## config.mk

```make
export PLATFORM = sky130hd
export DESIGN_NAME = dns_answer_a_record_extractor_top
export DESIGN_NICKNAME = d
export VERILOG_FILES = /design/src/sv/dnsae_pkg.sv /design/src/sv/dns_answer_a_record_extractor_top.sv
export SDC_FILE = /design/constraint.sdc
export NUM_CORES = 1
export LEC_CHECK = 0
export CORE_AREA = 10 10 230 232
export DETAILED_ROUTE_END_ITERATION = 7
export DIE_AREA = 0 0 240 242
export DONT_BUFFER_PORTS = 1
export GPL_TIMING_DRIVEN = 0
export PLACE_DENSITY_LB_ADDON = 0.05
export SLEW_MARGIN = 20
export SYNTH_ARGS = -nofsm -noshare
export SYNTH_HDL_FRONTEND = slang
export SYNTH_SLANG_ARGS = --single-unit
export TNS_END_PERCENT = 1
```

## constraint.sdc

```tcl
create_clock -name clock -period 9.5 [get_ports clock]
set_input_delay 1.9 -clock clock [delete_from_list [all_inputs] [get_ports clock]]
set_output_delay 1.9 -clock clock [all_outputs]
set_load 0.005 [all_outputs]
```

## src/sv/dnsae_pkg.sv

```systemverilog
// ----------------------------------------------------------------------------
// dnsae_pkg
// Shared constants and the result record type of the DNS answer extractor.
// ----------------------------------------------------------------------------
package dnsae_pkg;

   // Record name byte with both top bits set starts a compression pointer
   localparam logic [7:0] PTR_MARK   = 8'hC0;

   // Byte position counter: covers header, question tail and fixed fields
   localparam int         POS_W      = 4;
   localparam logic [POS_W-1:0] HEADER_LEN = POS_W'(12);
   localparam logic [POS_W-1:0] QTAIL_LEN  = POS_W'(2 + 2);
   localparam logic [POS_W-1:0] FIXED_LEN  = POS_W'(10);
   localparam logic [POS_W-1:0] ADDR_LEN   = POS_W'(4);

   localparam logic [15:0] TYPE_A     = 16'd1;
   localparam logic [15:0] COUNT_MAX  = 16'hFFFF;

   localparam logic KIND_ADDR = 1'b0;
   localparam logic KIND_END  = 1'b1;

   // Result queue: one input byte yields at most two results
   localparam int QUEUE_DEPTH = 3;
   localparam int MAX_PUSH    = 2;
   localparam int QCNT_W      = $clog2(QUEUE_DEPTH + 1);

   typedef struct packed {
      logic        kind;
      logic [31:0] ipv4_addr;
      logic [15:0] rec_class;
      logic [31:0] ttl_seconds;
      logic [15:0] found_count;
      logic        status;
      logic        end_flag;
   } result_type;

endpackage

```

## src/sv/dns_answer_a_record_extractor_top.sv

```systemverilog
// ----------------------------------------------------------------------------
// dns_answer_a_record_extractor_top
// Walks a DNS response one byte per transfer and reports every A record
// (address, class, raw TTL) plus an end-of-message summary.
// ----------------------------------------------------------------------------
//  channel | direction | handshake          | payload
//  req     | in        | req_valid/req_stall | req_data_byte, req_last
//  rsp     | out       | rsp_valid/rsp_stall | rsp_kind ... rsp_end_flag
//
//  One byte is taken per cycle while req is not stalled; parse state updates in the same cycle and
//  results land in a three-entry result queue, shown on rsp the next cycle when no older result is ahead.
//  A byte that yields two results (A record on the last byte) queues both of them;
//  req stalls only when the queue cannot take two more results.
//  Reset is synchronous and returns to the header phase with the queue empty.
module dns_answer_a_record_extractor_top (
   input  logic        clock,
   input  logic        reset,
   input  logic        req_valid,
   output logic        req_stall,
   input  logic [7:0]  req_data_byte,
   input  logic        req_last,
   output logic        rsp_valid,
   input  logic        rsp_stall,
   output logic        rsp_kind,
   output logic [31:0] rsp_ipv4_addr,
   output logic [15:0] rsp_rec_class,
   output logic [31:0] rsp_ttl_seconds,
   output logic [15:0] rsp_found_count,
   output logic        rsp_status,
   output logic        rsp_end_flag
);

   typedef enum logic [2:0] {
      PH_HEADER = 3'd0,
      PH_QNAME  = 3'd1,
      PH_QTAIL  = 3'd2,
      PH_RNAME  = 3'd3,
      PH_RPTR   = 3'd4,
      PH_FIXED  = 3'd5,
      PH_RDATA  = 3'd6,
      PH_DONE   = 3'd7
   } phase_type;

   localparam int PW = dnsae_pkg::POS_W;
   localparam int QW = dnsae_pkg::QCNT_W;

   phase_type       phase_ff, phase_in;
   logic [PW-1:0]   pos_ff, pos_in;
   logic [16:0]     records_ff, records_in;
   logic [7:0]      label_ff, label_in;
   logic [15:0]     rdata_ff, rdata_in;
   logic [15:0]     type_ff, type_in;
   logic [15:0]     class_ff, class_in;
   logic [31:0]     ttl_ff, ttl_in;
   logic [31:0]     addr_ff, addr_in;
   logic [15:0]     found_ff, found_in;

   dnsae_pkg::result_type queue_ff [dnsae_pkg::QUEUE_DEPTH];
   dnsae_pkg::result_type queue_in [dnsae_pkg::QUEUE_DEPTH];
   logic [QW-1:0]   qcnt_ff, qcnt_in;
   logic [QW-1:0]   qcnt_mid;

   logic            req_fire, rsp_fire;
   logic            finish, addr_hit;
   logic [31:0]     fin_addr;
   dnsae_pkg::result_type res0, res1;
   logic [QW-1:0]   push_cnt;

   assign rsp_valid = (qcnt_ff != '0);
   assign rsp_fire  = rsp_valid && !rsp_stall;
   assign qcnt_mid  = qcnt_ff - QW'(rsp_fire);
   assign req_stall = (qcnt_mid > QW'(dnsae_pkg::QUEUE_DEPTH - dnsae_pkg::MAX_PUSH));
   assign req_fire  = req_valid && !req_stall;

   assign rsp_kind        = queue_ff[0].kind;
   assign rsp_ipv4_addr   = queue_ff[0].ipv4_addr;
   assign rsp_rec_class   = queue_ff[0].rec_class;
   assign rsp_ttl_seconds = queue_ff[0].ttl_seconds;
   assign rsp_found_count = queue_ff[0].found_count;
   assign rsp_status      = queue_ff[0].status;
   assign rsp_end_flag    = queue_ff[0].end_flag;

   // Parse step for one byte
   always_comb begin
      phase_in   = phase_ff;
      pos_in     = pos_ff;
      records_in = records_ff;
      label_in   = label_ff;
      rdata_in   = rdata_ff;
      type_in    = type_ff;
      class_in   = class_ff;
      ttl_in     = ttl_ff;
      addr_in    = addr_ff;
      found_in   = found_ff;
      finish     = 1'b0;

      unique case (phase_ff)
         PH_HEADER: begin
            if (pos_ff == PW'(6)) begin
               records_in = {1'b0, req_data_byte, 8'h00};
            end else if (pos_ff == PW'(7)) begin
               records_in = records_ff | {9'h000, req_data_byte};
            end else if (pos_ff == PW'(8)) begin
               label_in = req_data_byte;
            end else if (pos_ff == PW'(9)) begin
               records_in = records_ff + {1'b0, label_ff, req_data_byte};
               label_in   = '0;
            end
            pos_in = pos_ff + PW'(1);
            if (pos_in >= dnsae_pkg::HEADER_LEN) begin
               pos_in   = '0;
               label_in = '0;
               phase_in = PH_QNAME;
            end
         end
         PH_QNAME: begin
            if (label_ff != '0) begin
               label_in = label_ff - 8'd1;
            end else if (req_data_byte == 8'h00) begin
               pos_in   = '0;
               phase_in = PH_QTAIL;
            end else begin
               label_in = req_data_byte;
            end
         end
         PH_QTAIL: begin
            pos_in = pos_ff + PW'(1);
            if (pos_in >= dnsae_pkg::QTAIL_LEN) begin
               pos_in   = '0;
               label_in = '0;
               phase_in = (records_ff != '0) ? PH_RNAME : PH_DONE;
            end
         end
         PH_RNAME: begin
            if (label_ff != '0) begin
               label_in = label_ff - 8'd1;
            end else if ((req_data_byte & dnsae_pkg::PTR_MARK) == dnsae_pkg::PTR_MARK) begin
               phase_in = PH_RPTR;
            end else if (req_data_byte == 8'h00) begin
               pos_in   = '0;
               phase_in = PH_FIXED;
            end else begin
               label_in = req_data_byte;
            end
         end
         PH_RPTR: begin
            pos_in   = '0;
            phase_in = PH_FIXED;
         end
         PH_FIXED: begin
            if (pos_ff == '0) begin
               addr_in = '0;
            end
            if (pos_ff < PW'(2)) begin
               type_in = {(pos_ff == '0) ? 8'h00 : type_ff[7:0], req_data_byte};
            end else if (pos_ff < PW'(4)) begin
               class_in = {class_ff[7:0], req_data_byte};
            end else if (pos_ff < PW'(8)) begin
               ttl_in = {ttl_ff[23:0], req_data_byte};
            end else begin
               rdata_in = {rdata_ff[7:0], req_data_byte};
            end
            pos_in = pos_ff + PW'(1);
            if (pos_in >= dnsae_pkg::FIXED_LEN) begin
               pos_in = '0;
               if (rdata_in == '0) begin
                  finish = 1'b1;
               end else begin
                  phase_in = PH_RDATA;
               end
            end
         end
         PH_RDATA: begin
            // Count rdata bytes only up to the address length
            if (pos_ff < dnsae_pkg::ADDR_LEN) begin
               addr_in = {addr_ff[23:0], req_data_byte};
               pos_in  = pos_ff + PW'(1);
            end
            if (rdata_ff != '0) begin
               rdata_in = rdata_ff - 16'd1;
            end
            if (rdata_in == '0) begin
               finish = 1'b1;
            end
         end
         PH_DONE: begin
         end
         default: begin
         end
      endcase

      // Left-align a short address: missing bytes read as zero
      case (pos_in)
         PW'(0):  fin_addr = '0;
         PW'(1):  fin_addr = {addr_in[7:0], 24'h000000};
         PW'(2):  fin_addr = {addr_in[15:0], 16'h0000};
         PW'(3):  fin_addr = {addr_in[23:0], 8'h00};
         default: fin_addr = addr_in;
      endcase

      addr_hit = finish && (type_in == dnsae_pkg::TYPE_A);
      if (addr_hit && (found_ff != dnsae_pkg::COUNT_MAX)) begin
         found_in = found_ff + 16'd1;
      end
      if (finish) begin
         if (records_in != '0) begin
            records_in = records_in - 17'd1;
         end
         pos_in   = '0;
         label_in = '0;
         phase_in = (records_in != '0) ? PH_RNAME : PH_DONE;
      end

      res0             = '0;
      res1             = '0;
      res1.kind        = dnsae_pkg::KIND_END;
      res1.found_count = found_in;
      res1.status      = (phase_in != PH_DONE);
      res1.end_flag    = 1'b1;
      if (addr_hit) begin
         res0.kind        = dnsae_pkg::KIND_ADDR;
         res0.ipv4_addr   = fin_addr;
         res0.rec_class   = class_in;
         res0.ttl_seconds = ttl_in;
         res0.found_count = found_in;
         res0.end_flag    = !req_last;
      end else begin
         res0 = res1;
      end
      push_cnt = QW'(addr_hit) + QW'(req_last);

      // Drop all parse state after the final byte
      if (req_last) begin
         phase_in   = PH_HEADER;
         pos_in     = '0;
         records_in = '0;
         label_in   = '0;
         rdata_in   = '0;
         type_in    = '0;
         class_in   = '0;
         ttl_in     = '0;
         addr_in    = '0;
         found_in   = '0;
      end
   end

   // Result queue: head at entry 0, advance on rsp transfer
   always_comb begin
      for (int i = 0; i < dnsae_pkg::QUEUE_DEPTH - 1; i++) begin
         queue_in[i] = rsp_fire ? queue_ff[i+1] : queue_ff[i];
      end
      queue_in[dnsae_pkg::QUEUE_DEPTH-1] = queue_ff[dnsae_pkg::QUEUE_DEPTH-1];
      qcnt_in = qcnt_mid;
      if (req_fire) begin
         for (int i = 0; i < dnsae_pkg::QUEUE_DEPTH; i++) begin
            if ((QW'(i) == qcnt_mid) && (push_cnt != '0)) begin
               queue_in[i] = res0;
            end
            if ((QW'(i) == qcnt_mid + QW'(1)) && (push_cnt == QW'(2))) begin
               queue_in[i] = res1;
            end
         end
         qcnt_in = qcnt_mid + push_cnt;
      end
   end

   always_ff @(posedge clock) begin
      if (reset) begin
         phase_ff   <= PH_HEADER;
         pos_ff     <= '0;
         records_ff <= '0;
         label_ff   <= '0;
         rdata_ff   <= '0;
         type_ff    <= '0;
         class_ff   <= '0;
         ttl_ff     <= '0;
         addr_ff    <= '0;
         found_ff   <= '0;
         qcnt_ff    <= '0;
      end else begin
         qcnt_ff <= qcnt_in;
         if (req_fire) begin
            phase_ff   <= phase_in;
            pos_ff     <= pos_in;
            records_ff <= records_in;
            label_ff   <= label_in;
            rdata_ff   <= rdata_in;
            type_ff    <= type_in;
            class_ff   <= class_in;
            ttl_ff     <= ttl_in;
            addr_ff    <= addr_in;
            found_ff   <= found_in;
         end
      end
   end

   always_ff @(posedge clock) begin
      for (int i = 0; i < dnsae_pkg::QUEUE_DEPTH; i++) begin
         queue_ff[i] <= queue_in[i];
      end
   end

   a_qcnt_bound: assert property (@(posedge clock) disable iff (reset)
      qcnt_ff <= QW'(dnsae_pkg::QUEUE_DEPTH))
      else $error("result queue overflow");

   a_last_gives_rsp: assert property (@(posedge clock) disable iff (reset)
      (req_fire && req_last) |=> (rsp_valid && (qcnt_ff != '0)))
      else $error("final byte left no result");

   a_last_restarts: assert property (@(posedge clock) disable iff (reset)
      (req_fire && req_last) |=> ((phase_ff == PH_HEADER) && (found_ff == '0)))
      else $error("parse state not cleared after final byte");

   a_done_empty: assert property (@(posedge clock) disable iff (reset)
      (phase_ff == PH_DONE) |-> (records_ff == '0))
      else $error("parsing ended with records left");

endmodule

```

==> out/results.ini <==
[critical_path]
worst_path_largest_cell_delay_ns = 0.67
setup.worst_path.start_class = input pin
cp_top_family = compound AO/OA/AOI/OAI gates
path_class = in -> reg
critical_path_required_time_ns = 9.82
worst-path-max-fanout = 8
slowest_stage = sky130_fd_sc_hd__nor4_2
timing.critical_path.cells = clkbuf_1, inv_1, ha_1, a211oi_1, o21ai_0, a31oi_1, xnor2_1, a21oi_1, nand4_1, nor4_1, o221ai_1, nor4_2, a21oi_1
cpMostUsedCell = sky130_fd_sc_hd__a21oi_1
cp.arrival_ns = 7.43
end_kind = register
buffer_and_inverter_count_on_the_worst_path = 2

[die]
die-height_um = 242
core.rowCount = 81
dieArea_um2 = 58100
core_region_area_um2 = 48400
start_util_pct = 49.1
die_w_um = 240
io_pins = 114

[synthesis]
yosysWarningCount = 0
post_synth_main_area_contributors = sky130_fd_sc_hd__dfxtp_1, sky130_fd_sc_hd__edfxtp_1, sky130_fd_sc_hd__mux2i_1
synth_area_per_cell_um2 = 8.77
synth_seq_area_share_pct = 42.8
most_used_dff_post_synth = sky130_fd_sc_hd__dfxtp_1
async_reset_ff_share_pct = 0
synth_cell_types = 83
synth.top_cell.area_share_pct = 30.3
syn_inst = 2716
synth_edf_count = 99
ys_ff_latch = 459
synth_largest_area_cell = sky130_fd_sc_hd__dfxtp_1
synth_area_um2 = 23800
synth_nets = 2767

[final_layout]
post_route_cells_drive_above_1_share_pct = 9.19
filler_cell_count = 4552
syn_to_final_growth_pct = 10.8
fin_nets = 2829

[power_and_ir_drop]
powerDensity_nw_per_um2 = 250
totalPowerFinal_mw = 6.59
cellLeakagePower_nw = 9.57
max-vdd-ir-drop_uv = 200

[run_status]
run_status = finished clean

[cts]
root_buffer = sky130_fd_sc_hd__clkbuf_16
cts_inserted_buffers = 50
cts_tree = done
cts_hold_repair.buffers = 0
clock_sinks = 459
cts-resized-gates = 0
htree_levels = 2
worst_skew_late_latency_ns = 0.62
clkTransAtPathRegs_ns = 0.06
cts_post_setup_buffers_inserted = 0
max-clock-path-buffers = 3

[drt]
route.final.wire_length_um = 83600
initialDrtViolationCount = 2212
drt-wirelength-per-cell_um = 24.3
vias = 21510
drc = 0
ant_nets = 0
detail_route.vias_per_cell = 6.25
router_iterations_before_antenna_repair = 8

[global_route]
global_route.usage.total_pct = 27.7
total_congestion_overflow_after_global_routing = 0
wire_length_of_the_first_global_routing_pass_um = 126000
grt_start_max_net_pins = 25
antenna_found_initial = 1
first_global_vias = 20197

[timing]
final.min_clock_period_ns = 7.11
fin_worst_skew_ns = 0.0249
final-setup-viol-count = 0
slew_headroom_pct = 26.3
final_critical_path_share_of_the_clock_period_pct = 74.8
hold_viol_final = 0
fmaxAchievable_ghz = 0.141
timing_max_transition_violations_final = 0
hold_slack_ns = 0.472
grt_setup_unrepaired = false
worst-slew-pin-transition_ns = 1.11

[placement]
port_buffers = 0
dp_hpwl_um = 60600
final_gp_congestion = 0.953

[min_path]
type_of_the_worst_min_delay_path = reg -> reg

[run]
maxCapViolations = 0

[tightest hold or removal path: stages (launching register included)]
cell and delay [ns]:
sky130_fd_sc_hd__dfxtp_1 0.31, sky130_fd_sc_hd__nand2_1 0.05, sky130_fd_sc_hd__a31oi_1 0.07
[flip-flops by register name (all words and copies together) (netlist names)]
name and cells:
addr_ff 32, class_ff 16, found_ff 16, label_ff 8, phase_ff 3, pos_ff 4, qcnt_ff 2, queue_ff 297
rdata_ff 16, records_ff 17, ttl_ff 32, type_ff 16
[Yosys cell counts, types with 9 or more instances]
cell,count
sky130_fd_sc_hd__dfxtp_1,360
sky130_fd_sc_hd__nor2_1,353
sky130_fd_sc_hd__mux2i_1,214
sky130_fd_sc_hd__a21oi_1,210
sky130_fd_sc_hd__nand2_1,210
sky130_fd_sc_hd__clkbuf_1,176
sky130_fd_sc_hd__o21ai_0,136
sky130_fd_sc_hd__o22ai_1,107
sky130_fd_sc_hd__a22oi_1,100
sky130_fd_sc_hd__edfxtp_1,99
sky130_fd_sc_hd__buf_4,96
sky130_fd_sc_hd__inv_1,47
sky130_fd_sc_hd__a31oi_1,40
sky130_fd_sc_hd__and3_1,37
sky130_fd_sc_hd__ha_1,37
sky130_fd_sc_hd__mux2_2,37
sky130_fd_sc_hd__nand3_1,35
sky130_fd_sc_hd__nor3_1,34
sky130_fd_sc_hd__or3_1,34
sky130_fd_sc_hd__nor4_1,24
sky130_fd_sc_hd__nand4_1,21
sky130_fd_sc_hd__buf_1,20
sky130_fd_sc_hd__or4_1,19
sky130_fd_sc_hd__xor2_1,19
sky130_fd_sc_hd__xnor2_1,17
sky130_fd_sc_hd__a22o_1,16
sky130_fd_sc_hd__a21o_1,15
sky130_fd_sc_hd__o211ai_1,13
sky130_fd_sc_hd__nand2b_1,12
sky130_fd_sc_hd__a221o_1,10
sky130_fd_sc_hd__o221ai_1,10
sky130_fd_sc_hd__a211oi_1,9
sky130_fd_sc_hd__buf_2,9
sky130_fd_sc_hd__o21a_1,9
[placed cells by master (no fill, tap or decap), types with 32 or more instances in the layout]
| cell type | synthesis | layout |
|---|---|---|
| sky130_fd_sc_hd__ha_1 | 37 | 37 |
| sky130_fd_sc_hd__a21oi_1 | 210 | 209 |
| sky130_fd_sc_hd__or3_1 | 34 | 34 |
| sky130_fd_sc_hd__dfxtp_1 | 360 | 360 |
| sky130_fd_sc_hd__nor3_1 | 34 | 32 |
| sky130_fd_sc_hd__edfxtp_1 | 99 | 99 |
| sky130_fd_sc_hd__o21ai_0 | 136 | 136 |
| sky130_fd_sc_hd__a22oi_1 | 100 | 100 |
| sky130_fd_sc_hd__clkbuf_1 | 176 | 195 |
| sky130_fd_sc_hd__clkbuf_16 | 0 | 50 |
| sky130_fd_sc_hd__nand2_1 | 210 | 210 |
| sky130_fd_sc_hd__o22ai_1 | 107 | 107 |
| sky130_fd_sc_hd__mux2_2 | 37 | 37 |
| sky130_fd_sc_hd__a31oi_1 | 40 | 40 |
| sky130_fd_sc_hd__nor2_1 | 353 | 351 |
| sky130_fd_sc_hd__nand3_1 | 35 | 35 |
| sky130_fd_sc_hd__and3_1 | 37 | 37 |
| sky130_fd_sc_hd__inv_1 | 47 | 47 |
| sky130_fd_sc_hd__buf_4 | 96 | 99 |
| sky130_fd_sc_hd__mux2i_1 | 214 | 214 |
[cell type report]
cell class	count	area, um^2	share of cell area (%)
Sequential cell	459	10200	38.6
Clock buffer	75	1410	5.33
Inverter	48	180	0.683
Antenna cell	2	5.00	0.0190
Timing Repair Buffer	10	161	0.612
Tap cell	622	778	2.95
Clock inverter	17	153	0.579
Multi-Input combinational cell	1906	12000	45.4
Buffer	303	1520	5.78
[power by group]
group	total (mW)	internal [mW]	switching [mW]
sequential	2.66	2.41	0.256
clock	1.89	1.05	0.835
combinational	2.03	0.847	1.19
total	6.59	4.31	2.28
[kinds of logic after synthesis]
logic type / count (synthesis) / share of synthesized area [%]
simple gates: 832 / 16.1
flops: 459 / 42.8
xor+xnor: 36 / 1.32
mux: 251 / 10.7
buf+inv: 351 / 7.16
compound gates: 749 / 19.9
fa+ha+maj: 38 / 2.03
[per-stage QoR]
step / cells / instance area, um^2 / utilization [%] / worst slack (ns) / TNS [ns]
floorplan: 2716 / 23800 / - / 0.628 / 0
global placement: 3338 / 24600 / 50.8 / -2.93 / -288.93
detailed placement: 3348 / 24800 / 51.2 / 2.03 / 0
CTS: 3440 / 26400 / 54.4 / 2.64 / 0
global route: 3440 / 26400 / 54.4 / 2.37 / 0
finish: 3442 / 26400 / 54.4 / 2.39 / 0
[final timing paths]
path	startpoint	to	slack, ns	depth (start not counted)
min reg2reg	queue_ff[0][107]	queue_ff[0][8]	0.47	2
min	queue_ff[0][107]	queue_ff[0][8]	0.47	2
max reg2reg	rdata_ff[6]	queue_ff[0][185]	3.35	17
max	req_data_byte[1]	queue_ff[0][199]	2.39	13
[routing by layer]
| layer | up-vias | wire length (um) | part of all wire, % | track usage, % |
|---|---|---|---|---|
| met5 | - | 0 | 0 | 0 |
| met1 | 10635 | 37500 | 45 | 38.7 |
| li1 | 9936 | - | - | - |
| met3 | 135 | 6310 | 7.5 | 4.81 |
| met4 | 0 | 1940 | 2.3 | 6.92 |
| met2 | 804 | 37900 | 45 | 43.5 |
Note: power is estimated with default switching activity, not from simulation.
